### config.mk
export PLATFORM = sky130hd
export DESIGN_NAME = circuit_breaker_sliding_window_unit
export DESIGN_NICKNAME = d
export VERILOG_FILES = /design/src/rtl/core/cbsw_pkg.sv /design/src/rtl/core/cbsw_ram.sv /design/src/rtl/core/cbsw_window.sv /design/src/rtl/core/circuit_breaker_sliding_window_unit.sv
export SDC_FILE = /design/constraint.sdc
export NUM_CORES = 2
export LEC_CHECK = 0
export BUFFER_PORTS_ARGS = -buffer_cell sky130_fd_sc_hd__buf_2
export CELL_PAD_IN_SITES_DETAIL_PLACEMENT = 0
export CELL_PAD_IN_SITES_GLOBAL_PLACEMENT = 1
export CORE_ASPECT_RATIO = 2
export CORE_MARGIN = 5
export CORE_UTILIZATION = 58
export CTS_CLUSTER_DIAMETER = 80
export DETAILED_ROUTE_END_ITERATION = 7
export PLACE_DENSITY_LB_ADDON = 0.1
export RECOVER_POWER = 25
export SYNTH_ARGS = -nofsm -noshare
export SYNTH_HDL_FRONTEND = slang
export SYNTH_SLANG_ARGS = --single-unit
### constraint.sdc
create_clock -name clock -period 15.8 [get_ports clock]
set_input_delay 3.16 -clock clock [delete_from_list [all_inputs] [get_ports clock]]
set_output_delay 3.16 -clock clock [all_outputs]
set_load 0.03 [all_outputs]
### src/rtl/core/cbsw_pkg.sv
// ----------------------------------------------------------------------------
// cbsw_pkg
// Shared types and constants for the sliding-window circuit breaker.
// ----------------------------------------------------------------------------
package cbsw_pkg;

   localparam int TIME_W    = 32;
   localparam int CFG16_W   = 16;
   localparam int WINDOW_W  = 14;
   localparam int ISO_W     = 16;
   localparam int PADDR_W   = 5;
   localparam int PDATA_W   = 32;
   localparam int REG_IDX_W = 3;
   localparam int FRAC_W    = 16;

   localparam logic [TIME_W-1:0] SLICE_MS = 32'd1000;

   // register reset values
   localparam logic [CFG16_W-1:0]  MIN_REQUESTS_RST    = 16'd20;
   localparam logic [CFG16_W-1:0]  ERROR_THRESHOLD_RST = 16'd32768;
   localparam logic [WINDOW_W-1:0] WINDOW_MS_RST       = 14'd10000;
   localparam logic [ISO_W-1:0]    BASE_ISOLATION_RST  = 16'd100;
   localparam logic [ISO_W-1:0]    MAX_ISOLATION_RST   = 16'd30000;

   // register indexes (byte address / 4)
   localparam logic [REG_IDX_W-1:0] REG_MIN_REQUESTS    = 3'd0;
   localparam logic [REG_IDX_W-1:0] REG_ERROR_THRESHOLD = 3'd1;
   localparam logic [REG_IDX_W-1:0] REG_WINDOW_MS       = 3'd2;
   localparam logic [REG_IDX_W-1:0] REG_BASE_ISOLATION  = 3'd3;
   localparam logic [REG_IDX_W-1:0] REG_MAX_ISOLATION   = 3'd4;

   typedef enum logic [1:0] {
      CMD_REQUEST = 2'd0,
      CMD_SUCCESS = 2'd1,
      CMD_ERROR   = 2'd2,
      CMD_STATUS  = 2'd3
   } cmd_type;

   typedef enum logic [1:0] {
      MODE_CLOSED = 2'd0,
      MODE_OPEN   = 2'd1,
      MODE_HALF   = 2'd2
   } mode_type;

   typedef enum logic [1:0] {
      T_IDLE,
      T_ROLL,
      T_MUL,
      T_DECIDE
   } top_state_type;

   typedef enum logic [2:0] {
      W_IDLE,
      W_EXP_RD,
      W_EXP_CHK,
      W_NEW_RD,
      W_NEW_CHK,
      W_APPEND,
      W_POST
   } win_state_type;

   typedef struct packed {
      logic              go;
      logic [TIME_W-1:0] now_ms;
      logic              do_record;
      logic              is_error;
      logic              do_clear;
   } win_req_type;

   typedef struct packed {
      logic done;
   } win_sts_type;

endpackage

### src/rtl/core/cbsw_ram.sv
// ----------------------------------------------------------------------------
// cbsw_ram
// Generic single-write, single-read RAM with registered read data.
// ----------------------------------------------------------------------------
module cbsw_ram #(
   parameter int WIDTH = 96,
   parameter int DEPTH = 16
) (
   input  logic                     clock,
   input  logic                     wr_en,
   input  logic [$clog2(DEPTH)-1:0] wr_addr,
   input  logic [WIDTH-1:0]         wr_data,
   input  logic                     rd_en,
   input  logic [$clog2(DEPTH)-1:0] rd_addr,
   output logic [WIDTH-1:0]         rd_data
);

   logic [WIDTH-1:0] mem_ff [DEPTH];
   logic [WIDTH-1:0] rd_data_ff;

   always_ff @(posedge clock) begin
      if (wr_en) begin
         mem_ff[wr_addr] <= wr_data;
      end
      if (rd_en) begin
         rd_data_ff <= mem_ff[rd_addr];
      end
   end

   assign rd_data = rd_data_ff;

endmodule

### src/rtl/core/cbsw_window.sv
// ----------------------------------------------------------------------------
// cbsw_window
// Ring of time slices in RAM: expire old slices, open a new one, count.
// ----------------------------------------------------------------------------
module cbsw_window import cbsw_pkg::*; #(
   parameter int MAX_SLICES = 16,
   parameter int COUNT_BITS = 32
) (
   input  logic                  clock,
   input  logic                  reset,
   input  win_req_type           win_req,
   input  logic [WINDOW_W-1:0]   window_ms,
   output win_sts_type           win_sts,
   output logic [COUNT_BITS-1:0] sum_requests,
   output logic [COUNT_BITS-1:0] sum_errors
);

   localparam int IDX_W   = $clog2(MAX_SLICES);
   localparam int CNT_W   = $clog2(MAX_SLICES + 1);
   localparam int SUM_W   = CNT_W + 1;
   localparam int ENTRY_W = TIME_W + 2 * COUNT_BITS;
   localparam logic [COUNT_BITS-1:0] COUNT_MAX = '1;

   function automatic logic [IDX_W-1:0] wrap(input logic [SUM_W-1:0] s);
      logic [SUM_W-1:0] r;
      r = (s >= SUM_W'(MAX_SLICES)) ? (s - SUM_W'(MAX_SLICES)) : s;
      return r[IDX_W-1:0];
   endfunction

   function automatic logic [COUNT_BITS-1:0] sat_inc(input logic [COUNT_BITS-1:0] v);
      return (v == COUNT_MAX) ? COUNT_MAX : v + COUNT_BITS'(1);
   endfunction

   function automatic logic [COUNT_BITS-1:0] floor_sub(input logic [COUNT_BITS-1:0] a,
                                                       input logic [COUNT_BITS-1:0] b);
      return (a > b) ? a - b : '0;
   endfunction

   win_state_type         state_ff, state_in;
   logic [IDX_W-1:0]      head_ff, head_in;
   logic [CNT_W-1:0]      count_ff, count_in;
   logic [COUNT_BITS-1:0] sreq_ff, sreq_in, serr_ff, serr_in;
   logic [TIME_W-1:0]     now_ff, now_in;
   logic                  rec_ff, rec_in, err_ff, err_in, clr_ff, clr_in;
   logic [COUNT_BITS-1:0] hreq_ff, hreq_in, herr_ff, herr_in;
   logic [IDX_W-1:0]      nidx_ff, nidx_in;
   logic [TIME_W-1:0]     nstart_ff, nstart_in;
   logic [COUNT_BITS-1:0] nreq_ff, nreq_in, nerr_ff, nerr_in;

   logic                  rd_en, wr_en;
   logic [IDX_W-1:0]      rd_addr, wr_addr;
   logic [ENTRY_W-1:0]    rd_data, wr_data;
   logic [TIME_W-1:0]     rd_start, age;
   logic [COUNT_BITS-1:0] rd_req, rd_err;
   logic [SUM_W-1:0]      head_sum;
   logic [IDX_W-1:0]      tail_idx, newest_idx, head_inc;
   logic                  expired, slice_old, ring_full, ring_empty;

   assign rd_start   = rd_data[ENTRY_W-1 -: TIME_W];
   assign rd_req     = rd_data[2*COUNT_BITS-1 -: COUNT_BITS];
   assign rd_err     = rd_data[COUNT_BITS-1:0];
   assign age        = now_ff - rd_start;
   assign expired    = age >= TIME_W'(window_ms);
   assign slice_old  = age >= SLICE_MS;
   assign head_sum   = SUM_W'(head_ff) + SUM_W'(count_ff);
   assign tail_idx   = wrap(head_sum);
   assign newest_idx = wrap(head_sum - SUM_W'(1));
   assign head_inc   = wrap(SUM_W'(head_ff) + SUM_W'(1));
   assign ring_full  = count_ff == CNT_W'(MAX_SLICES);
   assign ring_empty = count_ff == '0;

   cbsw_ram #(
      .WIDTH(ENTRY_W),
      .DEPTH(MAX_SLICES)
   ) u_slices (
      .clock  (clock),
      .wr_en  (wr_en),
      .wr_addr(wr_addr),
      .wr_data(wr_data),
      .rd_en  (rd_en),
      .rd_addr(rd_addr),
      .rd_data(rd_data)
   );

   always_comb begin
      state_in = state_ff;
      case (state_ff)
         W_IDLE: begin
            if (win_req.go) state_in = W_EXP_RD;
         end
         W_EXP_RD: begin
            state_in = ring_empty ? W_APPEND : W_EXP_CHK;
         end
         W_EXP_CHK: begin
            state_in = expired ? W_EXP_RD : W_NEW_RD;
         end
         W_NEW_RD: begin
            state_in = W_NEW_CHK;
         end
         W_NEW_CHK: begin
            state_in = slice_old ? W_APPEND : W_POST;
         end
         W_APPEND: begin
            state_in = W_POST;
         end
         W_POST: begin
            state_in = W_IDLE;
         end
         default: begin
            state_in = W_IDLE;
         end
      endcase
   end

   always_comb begin
      head_in   = head_ff;
      count_in  = count_ff;
      sreq_in   = sreq_ff;
      serr_in   = serr_ff;
      now_in    = now_ff;
      rec_in    = rec_ff;
      err_in    = err_ff;
      clr_in    = clr_ff;
      hreq_in   = hreq_ff;
      herr_in   = herr_ff;
      nidx_in   = nidx_ff;
      nstart_in = nstart_ff;
      nreq_in   = nreq_ff;
      nerr_in   = nerr_ff;
      rd_en     = 1'b0;
      rd_addr   = head_ff;
      wr_en     = 1'b0;
      wr_addr   = tail_idx;
      wr_data   = {now_ff, COUNT_BITS'(0), COUNT_BITS'(0)};
      case (state_ff)
         W_IDLE: begin
            if (win_req.go) begin
               now_in = win_req.now_ms;
               rec_in = win_req.do_record;
               err_in = win_req.is_error;
               clr_in = win_req.do_clear;
            end
         end
         W_EXP_RD: begin
            rd_en   = !ring_empty;
            rd_addr = head_ff;
         end
         W_EXP_CHK: begin
            if (expired) begin
               sreq_in  = floor_sub(sreq_ff, rd_req);
               serr_in  = floor_sub(serr_ff, rd_err);
               head_in  = head_inc;
               count_in = count_ff - CNT_W'(1);
            end else begin
               // keep the oldest slice's counts in case the append must evict it
               hreq_in = rd_req;
               herr_in = rd_err;
            end
         end
         W_NEW_RD: begin
            rd_en   = 1'b1;
            rd_addr = newest_idx;
         end
         W_NEW_CHK: begin
            if (!slice_old) begin
               nidx_in   = newest_idx;
               nstart_in = rd_start;
               nreq_in   = rd_req;
               nerr_in   = rd_err;
            end
         end
         W_APPEND: begin
            wr_en     = 1'b1;
            wr_addr   = tail_idx;
            nidx_in   = tail_idx;
            nstart_in = now_ff;
            nreq_in   = '0;
            nerr_in   = '0;
            if (ring_full) begin
               // full ring: tail coincides with head, evict oldest
               sreq_in = floor_sub(sreq_ff, hreq_ff);
               serr_in = floor_sub(serr_ff, herr_ff);
               head_in = head_inc;
            end else begin
               count_in = count_ff + CNT_W'(1);
            end
         end
         W_POST: begin
            if (clr_ff) begin
               head_in  = '0;
               count_in = '0;
               sreq_in  = '0;
               serr_in  = '0;
            end else if (rec_ff) begin
               wr_en   = 1'b1;
               wr_addr = nidx_ff;
               wr_data = {nstart_ff, sat_inc(nreq_ff), err_ff ? sat_inc(nerr_ff) : nerr_ff};
               sreq_in = sat_inc(sreq_ff);
               if (err_ff) serr_in = sat_inc(serr_ff);
            end
         end
         default: begin
            rd_en = 1'b0;
         end
      endcase
   end

   always_ff @(posedge clock) begin
      if (reset) begin
         state_ff <= W_IDLE;
         head_ff  <= '0;
         count_ff <= '0;
         sreq_ff  <= '0;
         serr_ff  <= '0;
      end else begin
         state_ff <= state_in;
         head_ff  <= head_in;
         count_ff <= count_in;
         sreq_ff  <= sreq_in;
         serr_ff  <= serr_in;
      end
   end

   always_ff @(posedge clock) begin
      now_ff    <= now_in;
      rec_ff    <= rec_in;
      err_ff    <= err_in;
      clr_ff    <= clr_in;
      hreq_ff   <= hreq_in;
      herr_ff   <= herr_in;
      nidx_ff   <= nidx_in;
      nstart_ff <= nstart_in;
      nreq_ff   <= nreq_in;
      nerr_ff   <= nerr_in;
   end

   assign win_sts.done = state_ff == W_POST;
   assign sum_requests = sreq_ff;
   assign sum_errors   = serr_ff;

endmodule

### src/rtl/core/circuit_breaker_sliding_window_unit.sv
// ----------------------------------------------------------------------------
// circuit_breaker_sliding_window_unit
// Circuit breaker with a sliding error-rate window and exponential back-off.
// ----------------------------------------------------------------------------
// Usage:
//   Command channel: drive req_command / req_now_ms with start; the
//   transaction is taken on a clock edge where start is high and busy is low.
//   Commands: request permission, success report, error report, status query.
//   Result channel: one result per transaction, shown for exactly one cycle
//   with rsp_valid high. The receiver cannot hold it off.
//   Configuration: APB-style registers at byte addresses 0,4,8,12,16
//   (min_requests, error_threshold, window_ms, base/max isolation). Write
//   them only while busy is low and no result is pending.
// Timing:
//   A status query skips the ring. Reports run the slice ring in RAM (one
//   read port, one write port); requests also pass a multiply state for
//   the registered threshold product, and each expired slice dropped from
//   the ring head adds a pass through the read and check states. busy falls
//   in the cycle the result is shown, so one transaction at a time.
// Reset:
//   Synchronous. Breaker closed, ring empty, sums zero, registers at defaults.
//   Slice RAM contents are not cleared; only entries inside the ring are read.
// ----------------------------------------------------------------------------
module circuit_breaker_sliding_window_unit import cbsw_pkg::*; #(
   parameter int MAX_SLICES = 16,
   parameter int COUNT_BITS = 32
) (
   input  logic               clock,
   input  logic               reset,
   // command channel
   input  logic               start,
   output logic               busy,
   input  logic [1:0]         req_command,
   input  logic [TIME_W-1:0]  req_now_ms,
   // result channel
   output logic               rsp_valid,
   output logic               rsp_allowed,
   output logic [1:0]         rsp_circuit_state,
   output logic               rsp_is_open,
   output logic               rsp_is_available,
   // configuration port
   input  logic               psel,
   input  logic               penable,
   input  logic               pwrite,
   input  logic [PADDR_W-1:0] paddr,
   input  logic [PDATA_W-1:0] pwdata,
   output logic [PDATA_W-1:0] prdata,
   output logic               pready
);

   localparam int PROD_W = COUNT_BITS + FRAC_W;
   localparam int CMP_W  = (COUNT_BITS > CFG16_W) ? COUNT_BITS : CFG16_W;

   // ---------------------------------------------------------------------
   // Configuration registers
   // ---------------------------------------------------------------------
   logic [CFG16_W-1:0]   min_req_ff, thr_ff;
   logic [WINDOW_W-1:0]  window_ff;
   logic [ISO_W-1:0]     base_iso_ff, max_iso_ff;
   logic                 cfg_wr;
   logic [REG_IDX_W-1:0] cfg_idx;

   assign pready  = 1'b1;
   assign cfg_wr  = psel && penable && pwrite && pready;
   assign cfg_idx = paddr[PADDR_W-1:2];

   always_ff @(posedge clock) begin
      if (reset) begin
         min_req_ff  <= MIN_REQUESTS_RST;
         thr_ff      <= ERROR_THRESHOLD_RST;
         window_ff   <= WINDOW_MS_RST;
         base_iso_ff <= BASE_ISOLATION_RST;
         max_iso_ff  <= MAX_ISOLATION_RST;
      end else if (cfg_wr) begin
         case (cfg_idx)
            REG_MIN_REQUESTS:    min_req_ff  <= pwdata[CFG16_W-1:0];
            REG_ERROR_THRESHOLD: thr_ff      <= pwdata[CFG16_W-1:0];
            REG_WINDOW_MS:       window_ff   <= pwdata[WINDOW_W-1:0];
            REG_BASE_ISOLATION:  base_iso_ff <= pwdata[ISO_W-1:0];
            REG_MAX_ISOLATION:   max_iso_ff  <= pwdata[ISO_W-1:0];
            default:             min_req_ff  <= min_req_ff;
         endcase
      end
   end

   always_comb begin
      case (cfg_idx)
         REG_MIN_REQUESTS:    prdata = PDATA_W'(min_req_ff);
         REG_ERROR_THRESHOLD: prdata = PDATA_W'(thr_ff);
         REG_WINDOW_MS:       prdata = PDATA_W'(window_ff);
         REG_BASE_ISOLATION:  prdata = PDATA_W'(base_iso_ff);
         REG_MAX_ISOLATION:   prdata = PDATA_W'(max_iso_ff);
         default:             prdata = '0;
      endcase
   end

   // ---------------------------------------------------------------------
   // Breaker state and transaction sequencer
   // ---------------------------------------------------------------------
   top_state_type         state_ff, state_in;
   mode_type              mode_ff, mode_in;
   logic [TIME_W-1:0]     opened_ff, opened_in;
   logic [ISO_W-1:0]      iso_ff, iso_in;
   cmd_type               cmd_ff;
   logic [TIME_W-1:0]     now_ff;
   logic [PROD_W-1:0]     prod_ff;
   logic                  rsp_valid_ff, rsp_valid_in;
   logic                  allowed_ff, allowed_in;
   logic [1:0]            state_out_ff;
   logic                  is_open_ff, is_avail_ff, avail_in;

   win_req_type           win_req;
   win_sts_type           win_sts;
   logic [COUNT_BITS-1:0] sum_requests, sum_errors;

   logic                  accept;
   cmd_type               req_cmd;
   logic                  trip;
   logic [ISO_W:0]        iso_dbl;

   assign accept  = start && (state_ff == T_IDLE);
   assign busy    = state_ff != T_IDLE;
   assign req_cmd = cmd_type'(req_command);

   // Launch the ring update on accept; the ring only records outside half-open
   // and is wiped by a successful probe.
   always_comb begin
      win_req.go        = accept && (req_cmd != CMD_STATUS);
      win_req.now_ms    = req_now_ms;
      win_req.do_record = ((req_cmd == CMD_SUCCESS) || (req_cmd == CMD_ERROR))
                          && (mode_ff != MODE_HALF);
      win_req.is_error  = req_cmd == CMD_ERROR;
      win_req.do_clear  = (req_cmd == CMD_SUCCESS) && (mode_ff == MODE_HALF);
   end

   cbsw_window #(
      .MAX_SLICES(MAX_SLICES),
      .COUNT_BITS(COUNT_BITS)
   ) u_window (
      .clock       (clock),
      .reset       (reset),
      .win_req     (win_req),
      .window_ms   (window_ff),
      .win_sts     (win_sts),
      .sum_requests(sum_requests),
      .sum_errors  (sum_errors)
   );

   // next state
   always_comb begin
      state_in = state_ff;
      case (state_ff)
         T_IDLE: begin
            if (accept) state_in = (req_cmd == CMD_STATUS) ? T_DECIDE : T_ROLL;
         end
         T_ROLL: begin
            if (win_sts.done) state_in = (cmd_ff == CMD_REQUEST) ? T_MUL : T_DECIDE;
         end
         T_MUL: begin
            state_in = T_DECIDE;
         end
         T_DECIDE: begin
            state_in = T_IDLE;
         end
         default: begin
            state_in = T_IDLE;
         end
      endcase
   end

   // Trip on post-roll sums: total >= min_req, errors*2^16 > threshold*total.
   assign trip = (CMP_W'(sum_requests) >= CMP_W'(min_req_ff)) &&
                 ({sum_errors, FRAC_W'(0)} > prod_ff);
   assign iso_dbl = {iso_ff, 1'b0};

   // outputs and breaker update
   always_comb begin
      mode_in      = mode_ff;
      opened_in    = opened_ff;
      iso_in       = iso_ff;
      allowed_in   = 1'b0;
      rsp_valid_in = 1'b0;
      if (state_ff == T_DECIDE) begin
         rsp_valid_in = 1'b1;
         case (cmd_ff)
            CMD_REQUEST: begin
               case (mode_ff)
                  MODE_CLOSED: begin
                     allowed_in = 1'b1;
                     if (trip) begin
                        mode_in   = MODE_OPEN;
                        opened_in = now_ff;
                     end
                  end
                  MODE_OPEN: begin
                     // isolation elapsed: let one probe through
                     if ((now_ff - opened_ff) >= TIME_W'(iso_ff)) begin
                        mode_in    = MODE_HALF;
                        allowed_in = 1'b1;
                     end
                  end
                  default: begin
                     allowed_in = 1'b0;
                  end
               endcase
            end
            CMD_SUCCESS: begin
               if (mode_ff == MODE_HALF) begin
                  mode_in = MODE_CLOSED;
                  iso_in  = base_iso_ff;
               end
            end
            CMD_ERROR: begin
               if (mode_ff == MODE_HALF) begin
                  mode_in   = MODE_OPEN;
                  opened_in = now_ff;
                  iso_in    = (iso_dbl < (ISO_W + 1)'(max_iso_ff)) ?
                              iso_dbl[ISO_W-1:0] : max_iso_ff;
               end
            end
            default: begin
               mode_in = mode_ff;
            end
         endcase
      end
      avail_in = (mode_in != MODE_OPEN) || ((now_ff - opened_in) >= TIME_W'(iso_in));
   end

   always_ff @(posedge clock) begin
      if (reset) begin
         state_ff     <= T_IDLE;
         mode_ff      <= MODE_CLOSED;
         opened_ff    <= '0;
         iso_ff       <= BASE_ISOLATION_RST;
         rsp_valid_ff <= 1'b0;
      end else begin
         state_ff     <= state_in;
         mode_ff      <= mode_in;
         opened_ff    <= opened_in;
         iso_ff       <= iso_in;
         rsp_valid_ff <= rsp_valid_in;
      end
   end

   // payload: hold command, time, product and result fields
   always_ff @(posedge clock) begin
      if (accept) begin
         cmd_ff <= req_cmd;
         now_ff <= req_now_ms;
      end
      if (state_ff == T_MUL) begin
         prod_ff <= PROD_W'(thr_ff) * PROD_W'(sum_requests);
      end
      if (rsp_valid_in) begin
         allowed_ff   <= allowed_in;
         state_out_ff <= mode_in;
         is_open_ff   <= mode_in == MODE_OPEN;
         is_avail_ff  <= avail_in;
      end
   end

   assign rsp_valid         = rsp_valid_ff;
   assign rsp_allowed       = allowed_ff;
   assign rsp_circuit_state = state_out_ff;
   assign rsp_is_open       = is_open_ff;
   assign rsp_is_available  = is_avail_ff;

endmodule

Word level (Yosys, flattened, before mapping)
Memories as Yosys holds them, arrays and structs flattened. A register that Yosys moved wholly into a read port is not among the register bits.
Index checks and enable logic that the tools add are counted.
W data, S select, Z words.
- memories kept: 1
- RAM bits: 1536
- bits of input ports: 77
- output and inout bits: 40
- register bits after elaboration: 493
- word-level logic and storage cells: 223
- muxes and demuxes: 83
- reductions and logical operators: 33
- bitwise logic cells: 1
- $lt $le $gt $ge: 14
- eq/ne operators: 39
- multipliers: 1
- add/sub/neg operators: 19
- memories (memory ; words ; bits a word ; read ports ; clocked after Yosys merged registers in ; write ports ; line ; source):
    u_window.u_slices.mem_ff ; 16 ; 96 ; 1 ; 1 ; 1 ; cbsw_ram.sv:18 ; logic [WIDTH-1:0] mem_ff [DEPTH];
- operators by type and width (operator ; count):
    $mux W32 ; 25
    $mux W96 ; 3
    $pmux W32 S2 ; 4
    $sub A32 B32 Y32 ; 7
    $pmux W32 S3 ; 2
    $add A32 B1 Y32 const B ; 4
    $eq A32 B32 Y1 const B ; 4
    $gt A32 B32 Y1 ; 4
    $ge A32 B16 Y1 ; 3
    $pmux W16 S5 ; 1
    $mux W16 ; 4
    $gt A48 B48 Y1 ; 1
    $mul A16 B32 Y48 ; 1
    $mux W4 ; 11
    $ge A32 B10 Y1 const B ; 1
    $ge A32 B14 Y1 ; 1
    $pmux W16 S2 ; 1
    $mux W2 ; 10
    $reduce_and A2 Y1 ; 10
    $pmux W3 S6 ; 1
    $lt A17 B16 Y1 ; 1
    $mux W5 ; 3
    $pmux W5 S3 ; 1
    $eq A2 B2 Y1 const B ; 6
    35 further kinds ; 81

Depth between registers and ports, before layout
- depth after elaboration: 9
- depth in mapped cells: 42
- depth with buffers taken out: 39

Hierarchy
From an unflattened synthesis, not the netlist that was laid out.
- cell total of the unflattened synthesis: 8894
- area, all modules: 114715.0 um^2
- modules (own cells, without submodules) (module ; times used ; cells each ; area each (um^2) ; sequential area each (um^2)):
    cbsw_ram ; 1 ; 2460 ; 60316.6 ; 49007.0
    circuit_breaker_sliding_window_unit ; 1 ; 3642 ; 30869.6 ; 5235.0
    cbsw_window ; 1 ; 2792 ; 23528.8 ; 7497.2

Least setup slack after synthesis
No wires, ideal clock.
- path kind: reg-to-reg
- from: reg u_window.now_ff[0]
- to: reg u_window.head_ff[2]
- path slack: 6.345 ns
- setup time: 0.122 ns
- buffers on the path: 0
- required time: 15.678 ns
- data arrival time: 9.333 ns
- stages on the path, launching flop included: 20
- clock period less this slack: 9.455 ns
- cell sequence: edfxtp_1 > inv_1 > ha_1 > inv_1 > fa_1 > a21o_1 > a21oi_1 > o21ai_1 > a31oi_1 > o22ai_1 > o41ai_1 > xor2_1 > nand3_1 > nor3_1 > and3_1 > nand4b_1 > or4b_1 > a211oi_1 > nor3_1 > a32o_1
- word-level cells in the longest chain between the ends: 4
- RTL lines (item ; line ; source):
    start: declaration ; cbsw_window.sv:43 ; logic [TIME_W-1:0] now_ff, now_in;
    start signal: assignment ; cbsw_window.sv:225 ; now_ff <= now_in;
    $sub A32 B32 Y32 ; cbsw_window.sv:62 ; assign age = now_ff - rd_start;
    $ge A32 B14 Y1 ; cbsw_window.sv:63 ; assign expired = age >= TIME_W'(window_ms);
    $ne A2 B1 Y1 (no source line) ; -- ;
    $reduce_and A4 Y1 (no source line) ; -- ;
    end signal: assignment ; cbsw_window.sv:217 ; head_ff <= head_in;
    end: declaration ; cbsw_window.sv:40 ; logic [IDX_W-1:0] head_ff, head_in;
Every way passes these cells.
A chain may end at the register's enable or synchronous reset.

Worst setup path in the final report
- from: reg u_window.sreq_ff[4] (netlist: u_window.sum_requests[4])
- to: reg is_avail_ff (netlist: rsp_is_available), data pin
- word-level cells in the longest chain between the ends: 9
- elaborated cells between the ends (all ways): 14
- classes of those cells: add/sub: 1; order compare: 2; eq/ne: 1; mux: 8; reduce/logical: 2
- RTL lines (item ; line ; source):
    start: declaration ; cbsw_window.sv:42 ; logic [COUNT_BITS-1:0] sreq_ff, sreq_in, serr_ff, serr_in;
    start signal: assignment ; cbsw_window.sv:219 ; sreq_ff <= sreq_in;
    $ge A32 B16 Y1 (*) ; circuit_breaker_sliding_window_unit.sv:172 ; assign trip = (CMP_W'(sum_requests) >= CMP_W'(min_req_ff)) &&
    $logic_and A1 B1 Y1 (*) ; circuit_breaker_sliding_window_unit.sv:172 ;
    $mux W32 ; circuit_breaker_sliding_window_unit.sv:190 ; if (trip) begin
    $mux W32 ; circuit_breaker_sliding_window_unit.sv:187 ; case (mode_ff)
    $pmux W32 S2 ; circuit_breaker_sliding_window_unit.sv:185 ; case (cmd_ff)
    $mux W32 ; circuit_breaker_sliding_window_unit.sv:183 ; if (state_ff == T_DECIDE) begin
    $sub A32 B32 Y32 ; circuit_breaker_sliding_window_unit.sv:226 ; avail_in = (mode_in != MODE_OPEN) || ((now_ff - opened_in) >= TIME_W'(iso_in));
    $ge A32 B16 Y1 ; circuit_breaker_sliding_window_unit.sv:226 ;
    $logic_or A1 B1 Y1 (*) ; circuit_breaker_sliding_window_unit.sv:226 ;
    via avail_in ; circuit_breaker_sliding_window_unit.sv:110 ; logic is_open_ff, is_avail_ff, avail_in;
    end signal: assignment ; circuit_breaker_sliding_window_unit.sv:258 ; is_avail_ff <= avail_in;
    end: declaration ; circuit_breaker_sliding_window_unit.sv:110 ;
Mark *: on every way through the listed nets, which the timed path passes. The rest lies on a longest branch.

==> summary.md <==
| Metric | Value |
|---|---|
| Post-Route Setup TNS | 0 ns |
| End of the worst register-to-register path | rsp_is_available |
| DRC viols | 0 |
| Gr ovfl total | 0 |
| CP required | 16.33 ns |
| Worst skew pair latency | 0.86 ns |
| Initial DRC Count | 6,784 |
| Wirelength per Cell | 27.9 um |
| I/O Pins | 117 |
| Startpoint Class | register |
| Setup WS pre-CTS | 5.58 ns |
| FMAX | 96.8 MHz |
| Post-synth EDFFs | 1,918 |
| Slew @ Worst Pin | 4.62 ns |
| Final ANT Viol Nets | 0 |
| Largest cells by area after synthesis | edfxtp_1, mux4_2, fa_1 |
| Clock sink count | 2,125 |
| Final worst path period need | 10.33 ns |
| Failing checks | capacitance limit, slew limit |
| RSZ-0062 raised after global routing | false |
| Worst R2R Path Depth | 39 |
| Reg2Reg Setup Slack | 5.47 ns |
| Clock slew at reported path FFs | 0.07 ns |
| Wl on met1 | 116 mm |
| Routed vias/inst | 6.37 |
| Period utilization | 65.4% |
| Final Hold Slack | 0.451 ns |
| Top sig layer | met4 |
| Crit path largest cell delay | 0.87 ns |
| Worst setup path category | register to register |
| Critical path peak fanout | 45 |
| Nets | 10,014 |
| HP Class | register to register |
| Worst path arrival time | 10.86 ns |
| Port Buffers | 81 |
| Number of synthesized register bits | 2,125 |
| Slew headroom | -208% |
| Wire length on met2 | 172 mm |
| R2r startpoint | u_window.sum_requests[4] |
| Row count | 231 |
| Vias in the first global route | 77,054 |
| Hpwl dp | 211 mm |
| Final Power | 15,400 uW |
| Starting Density | 58.2% |
| Post-cts hold buffer count | 0 |
| Top post-synthesis cells by count | edfxtp_1, nand2_1, inv_1 |
| H-Tree Depth | 4 |
| Post-CTS Repair Setup Buffers | 0 |
| CTS tree | done |
| Resized Gates After CTS | 0 |
| CP bufs+invs | 3 |
| Final hold vios | 0 |
| Most common flop cell mapped by yosys | edfxtp_1 |
| Pins Over Slew Limit | 516 |
| Vias | 74,963 |
| Crit end category | register |
| Die Footprint | 0.208 mm^2 |
| Fin Clk Skew | 0.0668 ns |
| Routed WL | 329 mm |
| Final setup fails | 0 |
| Area leader, netlist | edfxtp_1 |
| Global Route Usage Sum | 31.2% |
| Ys Warns | 0 |
| Post-synth top area share | 50.0% |
| Initial antenna violation count | 19 |
| Sequential share of the synthesized area | 53.5% |
| Post-synthesis average cell area | 12.7 um^2 |
| Static leakage | 0.0467 uW |
| Cell area after synthesis | 0.115 mm^2 |
| Die span in y | 641 um |
| Die W | 325 um |
| CORE AREA | 0.198 mm^2 |
| Num CTS Buffers | 189 |
| Root buffer cell | clkbuf_16 |
| Outcome | finished, violations left |
| Hold Path End | u_window.herr_ff[1] |
| Global-route wire length before repair | 487 mm |
| Max VDD drop | 0.122 mV |
| Pre-antenna DRT Iters | 8 |
| Netlist cell types | 90 |
| Max-cap violations | 11 |
| PwrDens | 123 mW/mm^2 |
| Cells after synthesis | 9,090 |
| Most frequent cell after synthesis | edfxtp_1 |
| Layout cells sized above 1 | 10.7% |
| Largest net degree at the start of global routing | 150 |
| Ys async rst share | 0% |
| Maximum clock path buffer count | 4 |
| Wire length on met3 | 19.5 mm |
| CP max-delay cell | o311ai_1 |
| Hold Startpoint | u_window.u_slices.rd_data[1] |
| Setup ws final | 5.47 ns |
| Layout area overhead | 8.18% |
| WHS Path Cells | 0 |
| GPL Wtd Cong | 0.912 |
| Top Family by Delay on Critical Path | compound AO/OA/AOI/OAI gates |
power by group:
part	switching (uW)	internal [uW]	leakage, uW	total (uW)
Sequential	230	6560	0.0214	6780
Clock	2110	2670	0.00305	4780
Combinational	2470	1340	0.0222	3810
Total	4820	10600	0.0467	15400
cells by family after synthesis:
group | after synthesis | share of synthesized area, %
xor gates and xnor gates | 318 | 2.42
DFF | 2125 | 53.5
adders and majority gates | 900 | 12.5
muxes | 449 | 8.10
AOI/OAI and AO/OA | 1651 | 9.61
other | 2 | 0.00651
and+or+nand+nor | 2392 | 9.59
buffers and inverters | 1253 | 4.18
layout make-up:
type | count | area, um^2
repair buffers | 221 | 1490
clock buffers | 215 | 4900
multi-input cells | 5727 | 49000
well taps | 2563 | 3210
diodes | 12 | 30.0
clock inverters | 129 | 1410
fillers | 15105 | 73300
inverters | 775 | 2910
flip-flops and latches | 2125 | 61700
metal layers:
layer | vias to the layer above | track usage, %
met3 | 847 | 3.69
met4 | 0 | 16.5
met2 | 2998 | 56.7
met5 | - | 0
li1 | 33012 | -
met1 | 38106 | 36.4
stage by stage:
step | utilization, % | std cells | cell area [um^2]
floorplan | - | 9105 | 115000
global placement | 59.9 | 11411 | 119000
detailed placement | 59.9 | 11411 | 119000
CTS | 63.1 | 11755 | 125000
global route | 63.0 | 11764 | 125000
finish | 63.0 | 11767 | 125000
worst max path at each step:
stage,start,to,slack (ns),depth (start not counted)
detailed placement,u_window.sum_requests[4],rsp_is_available,5.58,39
floorplan,u_window.now_ff[0],u_window.head_ff[2],6.35,19
global placement,u_window.sum_requests[4],rsp_is_available,5.61,39
global route,u_window.sum_requests[4],rsp_is_available,5.01,39
CTS,u_window.sum_requests[4],rsp_is_available,5.48,39
finish,u_window.sum_requests[4],rsp_is_available,5.47,39
state kept, by name, indices dropped and copies added, names as in the netlist, 32 cells and up:
register	count
now_ff	32
opened_ff	32
prod_ff	48
u_window.herr_ff	32
u_window.hreq_ff	32
u_window.nerr_ff	32
u_window.now_ff	32
u_window.nreq_ff	32
u_window.nstart_ff	32
u_window.sum_errors	32
u_window.sum_requests	32
u_window.u_slices.mem_ff	1536
u_window.u_slices.rd_data	96
layout by cell type, fill, tap and decap left out, types with 69 or more instances in the layout:
master	n
a211oi_1	142
a21o_1	151
a21oi_1	469
a221oi_1	69
a31oi_1	136
and2_1	283
buf_4	114
clkbuf_1	73
clkbuf_16	192
dfxtp_1	201
edfxtp_1	1918
fa_1	427
ha_1	471
inv_1	771
mux4_2	384
nand2_1	987
nand3_1	154
nor2_1	495
nor3_1	76
o21ai_0	212
xnor2_1	184
xor2_1	134
Power figures use the tool's default switching activity.
